[config.mk]
export PLATFORM = sky130hd
export DESIGN_NAME = viterbi_detector_pr121_4state_flat
export DESIGN_NICKNAME = d
export VERILOG_FILES = /design/src/rtl/vd_pkg.sv /design/src/rtl/vd_in_if.sv /design/src/rtl/vd_out_if.sv /design/src/rtl/viterbi_detector_pr121_4state.sv /design/src/flat_wrapper.sv
export SDC_FILE = /design/constraint.sdc
export NUM_CORES = 1
export LEC_CHECK = 0
export BUFFER_PORTS_ARGS = -buffer_cell sky130_fd_sc_hd__buf_2
export CAP_MARGIN = 20
export CORE_MARGIN = 5
export CORE_UTILIZATION = 55
export CTS_CLUSTER_SIZE = 28
export DETAILED_ROUTE_END_ITERATION = 7
export PLACE_DENSITY = 0.83
export SYNTH_ARGS = -nofsm -noshare
export SYNTH_HDL_FRONTEND = slang
export SYNTH_SLANG_ARGS = --single-unit
[constraint.sdc]
create_clock -name clk -period 21.1 [get_ports clk]
set_input_delay 4.22 -clock clk [delete_from_list [all_inputs] [get_ports clk]]
set_output_delay 4.22 -clock clk [all_outputs]
set_load 0.02 [all_outputs]
[src/rtl/vd_pkg.sv]
package vd_pkg;

	localparam int DEPTH_DEF        = 5;
	localparam int SAMPLE_WIDTH_DEF = 8;
	localparam int METRIC_WIDTH_DEF = 20;

	// sample fraction bits, ideal levels are multiples of 2**FRAC_BITS
	localparam int FRAC_BITS  = 5;
	localparam int NUM_STATES = 4;
	localparam int NUM_LEVELS = 5;

endpackage

[src/rtl/vd_in_if.sv]
interface vd_in_if #(
	parameter int SAMPLE_WIDTH = vd_pkg::SAMPLE_WIDTH_DEF
);
	logic                           valid;
	logic                           ready;
	logic signed [SAMPLE_WIDTH-1:0] sample;
	logic                           end_of_block;

	modport source (output valid, output sample, output end_of_block, input ready);
	modport sink (input valid, input sample, input end_of_block, output ready);
endinterface

[src/rtl/vd_out_if.sv]
interface vd_out_if;
	logic valid;
	logic ready;
	logic bit_res;
	logic last_of_run;

	modport source (output valid, output bit_res, output last_of_run, input ready);
	modport sink (input valid, input bit_res, input last_of_run, output ready);
endinterface

[src/rtl/viterbi_detector_pr121_4state.sv]
// channel   direction  payload                      handshake
// samp_ch   sink       sample, end_of_block         valid/ready
// bit_ch    source     bit_res, last_of_run         valid/ready
//
// one sample per cycle while bit_ch is ready: input register, one pass of branch metrics, four acs units,
// minimum search and register exchange, then the result register
// a sample yields no bit, one bit, or on end_of_block up to DEPTH+1 bits,
// one bit per cycle from the result register while bit_ch is ready; samples stall meanwhile
// arst_n clears metrics, survivors, fill count and both stages
// the input register takes one sample while a result waits on bit_ch, then stalls
module viterbi_detector_pr121_4state #(
	parameter int DEPTH        = vd_pkg::DEPTH_DEF,
	parameter int SAMPLE_WIDTH = vd_pkg::SAMPLE_WIDTH_DEF,
	parameter int METRIC_WIDTH = vd_pkg::METRIC_WIDTH_DEF
) (
	input  logic      clk,
	input  logic      arst_n,
	vd_in_if.sink     samp_ch,
	vd_out_if.source  bit_ch
);
	import vd_pkg::*;

	localparam int SURV_LEN = DEPTH + 1;
	localparam int FILL_W   = $clog2(DEPTH + 1);
	localparam int CNT_W    = $clog2(DEPTH + 2);
	localparam int LVL_W    = FRAC_BITS + 3;
	localparam int DIFF_W   = ((SAMPLE_WIDTH > LVL_W) ? SAMPLE_WIDTH : LVL_W) + 1;
	localparam int SQ_W     = 2 * DIFF_W;
	localparam int SUM_W    = ((METRIC_WIDTH > SQ_W) ? METRIC_WIDTH : SQ_W) + 1;
	localparam logic [SUM_W-1:0] METRIC_MAX =
		{{(SUM_W - METRIC_WIDTH){1'b0}}, {METRIC_WIDTH{1'b1}}};

	logic signed [SAMPLE_WIDTH-1:0] sample_s1;
	logic                           eob_s1;
	logic                           valid_s1;

	logic [METRIC_WIDTH-1:0] metric_q [NUM_STATES];
	logic [SURV_LEN-1:0]     surv_q   [NUM_STATES];
	logic [FILL_W-1:0]       fill_q;

	logic [SURV_LEN-1:0] bits_q;
	logic [CNT_W-1:0]    cnt_q;
	logic                flush_q;

	logic signed [DIFF_W-1:0] diff [NUM_LEVELS];
	logic [DIFF_W-1:0]        mag  [NUM_LEVELS];
	logic [SQ_W-1:0]          bm   [NUM_LEVELS];

	logic [SUM_W-1:0]        sum_a [NUM_STATES];
	logic [SUM_W-1:0]        sum_b [NUM_STATES];
	logic [METRIC_WIDTH-1:0] ca    [NUM_STATES];
	logic [METRIC_WIDTH-1:0] cb    [NUM_STATES];
	logic [METRIC_WIDTH-1:0] nm    [NUM_STATES];
	logic [METRIC_WIDTH-1:0] norm  [NUM_STATES];
	logic [SURV_LEN-1:0]     ns    [NUM_STATES];
	logic [1:0]              best;
	logic [METRIC_WIDTH-1:0] lo;

	logic [CNT_W-1:0]    nvalid;
	logic [FILL_W-1:0]   fill_nxt;
	logic [CNT_W-1:0]    emit_cnt;
	logic [SURV_LEN-1:0] emit_word;

	logic in_acc;
	logic pop;
	logic free;
	logic process;

	// branch metrics for the five ideal levels
	always_comb begin
		for (int l = 0; l < NUM_LEVELS; l++) begin
			diff[l] = DIFF_W'(sample_s1) - DIFF_W'((l - 2) * (2 ** FRAC_BITS));
			mag[l]  = diff[l][DIFF_W-1] ? DIFF_W'(-diff[l]) : DIFF_W'(diff[l]);
			bm[l]   = SQ_W'(mag[l]) * SQ_W'(mag[l]);
		end
	end

	// add-compare-select, predecessors s>>1 and (s>>1)+2, ties go to the higher one
	always_comb begin
		for (int s = 0; s < NUM_STATES; s++) begin
			sum_a[s] = SUM_W'(metric_q[s >> 1]) + SUM_W'(bm[(s & 1) + 2 * (s >> 1)]);
			sum_b[s] = SUM_W'(metric_q[(s >> 1) + 2]) + SUM_W'(bm[(s & 1) + 2 * (s >> 1) + 1]);
			ca[s] = (sum_a[s] > METRIC_MAX) ? {METRIC_WIDTH{1'b1}} : sum_a[s][METRIC_WIDTH-1:0];
			cb[s] = (sum_b[s] > METRIC_MAX) ? {METRIC_WIDTH{1'b1}} : sum_b[s][METRIC_WIDTH-1:0];
			if (ca[s] < cb[s]) begin
				nm[s] = ca[s];
				ns[s] = {surv_q[s >> 1][DEPTH-1:0], 1'(s & 1)};
			end else begin
				nm[s] = cb[s];
				ns[s] = {surv_q[(s >> 1) + 2][DEPTH-1:0], 1'(s & 1)};
			end
		end
	end

	// best state, lowest number on a tie, then normalise
	always_comb begin
		best = 2'd0;
		lo   = nm[0];
		for (int s = 1; s < NUM_STATES; s++) begin
			if (nm[s] < lo) begin
				lo   = nm[s];
				best = 2'(s);
			end
		end
		for (int s = 0; s < NUM_STATES; s++) begin
			norm[s] = nm[s] - lo;
		end
	end

	always_comb begin
		if (fill_q < FILL_W'(DEPTH)) begin
			nvalid   = CNT_W'(fill_q) + CNT_W'(1);
			fill_nxt = fill_q + FILL_W'(1);
		end else begin
			nvalid   = CNT_W'(SURV_LEN);
			fill_nxt = fill_q;
		end
		if (eob_s1) begin
			emit_cnt  = nvalid;
			emit_word = ns[best] << (CNT_W'(SURV_LEN) - nvalid);
		end else begin
			emit_cnt  = (nvalid == CNT_W'(SURV_LEN)) ? CNT_W'(1) : CNT_W'(0);
			emit_word = ns[best];
		end
	end

	assign pop     = bit_ch.valid && bit_ch.ready;
	assign free    = (cnt_q == CNT_W'(0)) || ((cnt_q == CNT_W'(1)) && bit_ch.ready);
	assign process = valid_s1 && free;
	assign in_acc  = samp_ch.valid && samp_ch.ready;

	assign samp_ch.ready      = !valid_s1 || free;
	assign bit_ch.valid       = (cnt_q != CNT_W'(0));
	assign bit_ch.bit_res     = bits_q[DEPTH];
	assign bit_ch.last_of_run = flush_q && (cnt_q == CNT_W'(1));

	always_ff @(posedge clk or negedge arst_n) begin
		if (!arst_n) begin
			valid_s1 <= 1'b0;
		end else if (in_acc) begin
			valid_s1 <= 1'b1;
		end else if (process) begin
			valid_s1 <= 1'b0;
		end
	end

	always_ff @(posedge clk) begin
		if (in_acc) begin
			sample_s1 <= samp_ch.sample;
			eob_s1    <= samp_ch.end_of_block;
		end
	end

	always_ff @(posedge clk or negedge arst_n) begin
		if (!arst_n) begin
			for (int s = 0; s < NUM_STATES; s++) begin
				metric_q[s] <= '0;
				surv_q[s]   <= '0;
			end
			fill_q <= '0;
		end else if (process) begin
			for (int s = 0; s < NUM_STATES; s++) begin
				metric_q[s] <= eob_s1 ? '0 : norm[s];
				surv_q[s]   <= eob_s1 ? '0 : ns[s];
			end
			fill_q <= eob_s1 ? '0 : fill_nxt;
		end
	end

	always_ff @(posedge clk or negedge arst_n) begin
		if (!arst_n) begin
			bits_q  <= '0;
			cnt_q   <= '0;
			flush_q <= 1'b0;
		end else if (process) begin
			bits_q  <= emit_word;
			cnt_q   <= emit_cnt;
			flush_q <= eob_s1;
		end else if (pop) begin
			bits_q <= {bits_q[DEPTH-1:0], 1'b0};
			cnt_q  <= cnt_q - CNT_W'(1);
		end
	end

endmodule

[src/flat_wrapper.sv]
// flat-port wrapper written by rule: the top's interface ports become plain ports
module viterbi_detector_pr121_4state_flat import vd_pkg::*;
#(
	parameter int DEPTH        = vd_pkg::DEPTH_DEF,
	parameter int SAMPLE_WIDTH = vd_pkg::SAMPLE_WIDTH_DEF,
	parameter int METRIC_WIDTH = vd_pkg::METRIC_WIDTH_DEF
)
  (clk, arst_n, samp_ch_valid, samp_ch_sample, samp_ch_end_of_block, samp_ch_ready, bit_ch_valid, bit_ch_bit_res, bit_ch_last_of_run, bit_ch_ready);
  vd_in_if #(.SAMPLE_WIDTH(SAMPLE_WIDTH)) samp_ch_i ();
  vd_out_if bit_ch_i ();
  input  logic clk;
  input  logic arst_n;
  input wire logic [$bits(samp_ch_i.valid)-1:0] samp_ch_valid;
  input wire logic [$bits(samp_ch_i.sample)-1:0] samp_ch_sample;
  input wire logic [$bits(samp_ch_i.end_of_block)-1:0] samp_ch_end_of_block;
  output wire logic [$bits(samp_ch_i.ready)-1:0] samp_ch_ready;
  output wire logic [$bits(bit_ch_i.valid)-1:0] bit_ch_valid;
  output wire logic [$bits(bit_ch_i.bit_res)-1:0] bit_ch_bit_res;
  output wire logic [$bits(bit_ch_i.last_of_run)-1:0] bit_ch_last_of_run;
  input wire logic [$bits(bit_ch_i.ready)-1:0] bit_ch_ready;
  assign samp_ch_i.valid = samp_ch_valid;
  assign samp_ch_i.sample = samp_ch_sample;
  assign samp_ch_i.end_of_block = samp_ch_end_of_block;
  assign samp_ch_ready = samp_ch_i.ready;
  assign bit_ch_valid = bit_ch_i.valid;
  assign bit_ch_bit_res = bit_ch_i.bit_res;
  assign bit_ch_last_of_run = bit_ch_i.last_of_run;
  assign bit_ch_i.ready = bit_ch_ready;
  viterbi_detector_pr121_4state #(.DEPTH(DEPTH), .SAMPLE_WIDTH(SAMPLE_WIDTH), .METRIC_WIDTH(METRIC_WIDTH)) u_core (.clk(clk), .arst_n(arst_n), .samp_ch(samp_ch_i), .bit_ch(bit_ch_i));
endmodule
==> parameters.txt <==
Parameter                              Value

Global route
  Layer with the highest usage ... met2
  First-pass GRT wire length ... 150 mm
  Maximum number of pins on one net before global-route repair ... 100
  Met3 GRT Util ... 7.69%
  Global-route met1 utilization ... 42.0%
  Total global routing overflow ... 0
  Met2 capacity usage during global routing ... 49.2%
  Vias in the first global route ... 27.6k
  GR Util All Layers ... 31.6%
  Initial antenna violation count ... 1

Placed design
  Weighted congestion reported at the end of routability-driven placement ... 1.08
  Worst slack at placement ... -0.0679 ns
  Count of input and output buffers ... 16
  Post-DP HPWL ... 80.9 mm

Finish
  Proportion of layout cells with a drive suffix above 1 ... 9.44%
  Layout Area Growth over Synthesis ... 8.93%
  Final nets ... 4696

Timing
  Portion of the clock cycle consumed by the worst path in the final layout ... 96.7%
  Final hold vios ... 0
  Min cycle time layout ... 20.41 ns
  FMAX ... 49.0 MHz
  Layout Skew ... 0.0306 ns
  Total of endpoints with negative setup slack in the final report ... 0
  Actual slew at the worst max-slew pin ... 1.14 ns
  Post-layout worst setup margin ... 0.689 ns
  Slew HR ... 23.8%
  Max-slew violation count ... 0

Logic synthesis
  Unique masters post-synth ... 116
  Ranking of synthesized cells by area ... ha_1 20%, fa_1 13%, dfrtp_1 8.9%, inv_1 6.3%, xnor2_1 6.2%
  Fraction of synthesized cell area taken by the top area cell type ... 20.1%
  Post-synthesis cell area ... 0.0302 mm^2
  Synth warn ... 0
  Number of flops mapped to enable cells by yosys ... 9
  Average footprint of a synthesized cell ... 7.77 um^2
  Main flop type after synthesis ... dfrtp_1
  Proportion of synthesized flip-flops having asynchronous set or reset ... 92.3%
  Post-synthesis sequential element count ... 117
  Largest area contributor in the synthesized netlist ... ha_1
  Part of the Yosys area used for sequential elements ... 9.84%
  Number of standard cells after synthesis ... 3890

Setup path
  Crit Path Max Fanout ... 26
  CP max-delay cell ... fa_1
  Largest stage delay on the critical path ... 0.56 ns
  Register-to-register path setup slack ... 0.69 ns
  Cell repeated most along the worst path ... ha_1
  Nature of the critical path endpoint ... flip-flop
  Worst Path Class, Setup ... flip-flop to flip-flop
  Signal arrival time at the worst endpoint ... 20.72 ns
  Setup crit start kind ... flip-flop
  WP data required ... 21.41 ns

Detailed routing
  DRC marker count from the first detailed-route iteration ... 2947
  Residual DRC count ... 0
  Via count of the routed design ... 29.1k
  Routed Antenna Nets ... 0
  Total iterations of the first detailed-routing run ... 6
  Routed via count divided by cell count ... 6.17
  WL/cell ... 20.8 um
  Routed Wire Length ... 97.9 mm

Floorplan
  Io pins ... 17
  Core ar. ... 0.0548 mm^2
  Die area ... 0.0597 mm^2
  Die Y-Extent ... 244 um
  X dimension of the die ... 244 um
  Initial core utilization ... 55.2%
  Row count ... 86

Worst hold path
  Class of the most critical hold timing path ... flip-flop to flip-flop

Clocking
  H-tree levels ... 4
  Worst-case clock buffer depth ... 2
  Clock Latency Late Sink ... 0.47 ns
  Number of buffers added by the clock tree synthesis step ... 17
  Number of sinks driven by the clock tree ... 117
  Clock slew at reported path FFs ... 0.07 ns
  Root cell of the clock tree ... clkbuf_16
  TritonCTS clock tree ... yes
  Hold Buf Count CTS ... 0

Run
  Max Cap Viol ... 0

Run status
  Outcome ... finished clean
## logic make-up (layout without fill, tap and decap cells)
logic type | Yosys count | after routing | synth area share, %
flip-flops | 117 | 117 | 9.84
other | 2 | 27 | 0.0249
multiplexers | 48 | 48 | 1.67
buffers and inverters | 611 | 708 | 7.90
AND/OR/NAND/NOR | 1099 | 1101 | 16.7
AO/OA/AOI/OAI | 1032 | 1032 | 22.0
XOR/XNOR | 290 | 290 | 8.41
adder cells (fa/ha/maj) | 691 | 691 | 33.5
## state kept, by name (all words and copies together), names as in the netlist
| register | count |
|---|---|
| u_core.eob_s1 | 1 |
| u_core.metric_q | 80 |
| u_core.sample_s1 | 8 |
| u_core.fill_q | 3 |
| u_core.flush_q | 1 |
| u_core.surv_q | 14 |
| u_core.bits_q | 6 |
| u_core.cnt_q | 3 |
| u_core.valid_s1 | 1 |
## worst paths after layout
path                                startpoint                   to  depth (start not counted)
hold / removal                u_core.bits_q[4]     u_core.bits_q[4]                          2
setup reg to reg           u_core.sample_s1[6]  u_core.metric_q[16]                         97
setup / recovery           u_core.sample_s1[6]  u_core.metric_q[16]                         97
min in group asynchronous               arst_n     u_core.surv_q[9]                          1
max in group asynchronous               arst_n  u_core.metric_q[23]                          2
hold reg to reg               u_core.bits_q[4]     u_core.bits_q[4]                          2
## cells in the mapped netlist (all sizes together), types with 9 or more instances
library cell / count
mux2i: 32
ha: 486
nor2: 442
nand2: 293
or3: 23
fa: 197
o21a: 31
nand2b: 47
o31ai: 29
a221o: 10
o211ai: 14
o22ai: 27
or2: 32
and2: 23
edfxtp: 9
a21o: 92
o21ai: 220
a211oi: 43
o21bai: 83
and3: 14
nor2b: 28
clkbuf: 84
xor2: 75
inv: 509
and4: 13
a31oi: 35
nand4: 33
nand3: 70
a21boi: 11
a31o: 11
buf: 15
xnor2: 215
dfrtp: 108
a21oi: 326
mux2: 16
nor3: 58
## cell type report
type	instances	area, um^2
Antenna cell	1	2.50
Clock buffer	18	439
Clock inverter	14	119
Fill cell	4773	21900
Inverter	511	1920
Multi-Input combinational cell	3188	25400
Sequential cell	117	2970
Tap cell	704	881
Timing Repair Buffer	165	1220
## metrics by stage
stage / util [%] / setup TNS [ns] / instances / instance area, um^2 / hold slack (ns)
floorplan: - / 0 / 3914 / 30300 / 0.447
detailed placement: 57.9 / -0.151 / 4654 / 31700 / 0.472
CTS: 59.0 / 0 / 4686 / 32300 / 0.491
global route: 60.1 / -3.89 / 4717 / 32900 / 0.516
global placement: 57.9 / 0 / 4654 / 31700 / 0.466
finish: 60.1 / 0 / 4718 / 32900 / 0.489
## placed cells by master, fill, tap and decap left out, drive strengths merged, types with 23 or more instances in the layout
cell type and count:
a211oi 43, a21o 92, a21oi 326, a31oi 35, and2 23, buf 165, conb 26, dfrtp 108
fa 197, ha 486, inv 516, mux2i 32, nand2 294, nand2b 47, nand3 70, nand4 33
nor2 443, nor2b 28, nor3 58, o21a 31, o21ai 220, o21bai 83, o22ai 27, o31ai 29
or2 32, or3 23, xnor2 215, xor2 75
## worst max-delay path: cells and delay by family (launching register included)
family	cells	cell delay, ns
flops	1	0.42
mux	1	0.35
xor+xnor	6	1.11
buf+inv	14	1.76
fa+ha+maj	12	4.09
simple gates	22	3.78
compound gates	42	8.73
## layer usage
metal | share of wire, % | vias up | routed length (um)
met4 | 5.5 | 2 | 5430
met3 | 11 | 318 | 10700
met5 | 0.094 | - | 92
met1 | 40 | 13803 | 39400
met2 | 43 | 1377 | 42200
li1 | - | 13614 | -
## timing repair
action                     CTS  global route
cloned                       0             2
buffers inserted             0            27
pin swaps                    0            15
gates resized for setup      7            75
setup endpoints to repair   12            77
Power is left out: the tool's default activity adds up to more than one toggle a clock period on the data nets, which glitch-free logic cannot reach.
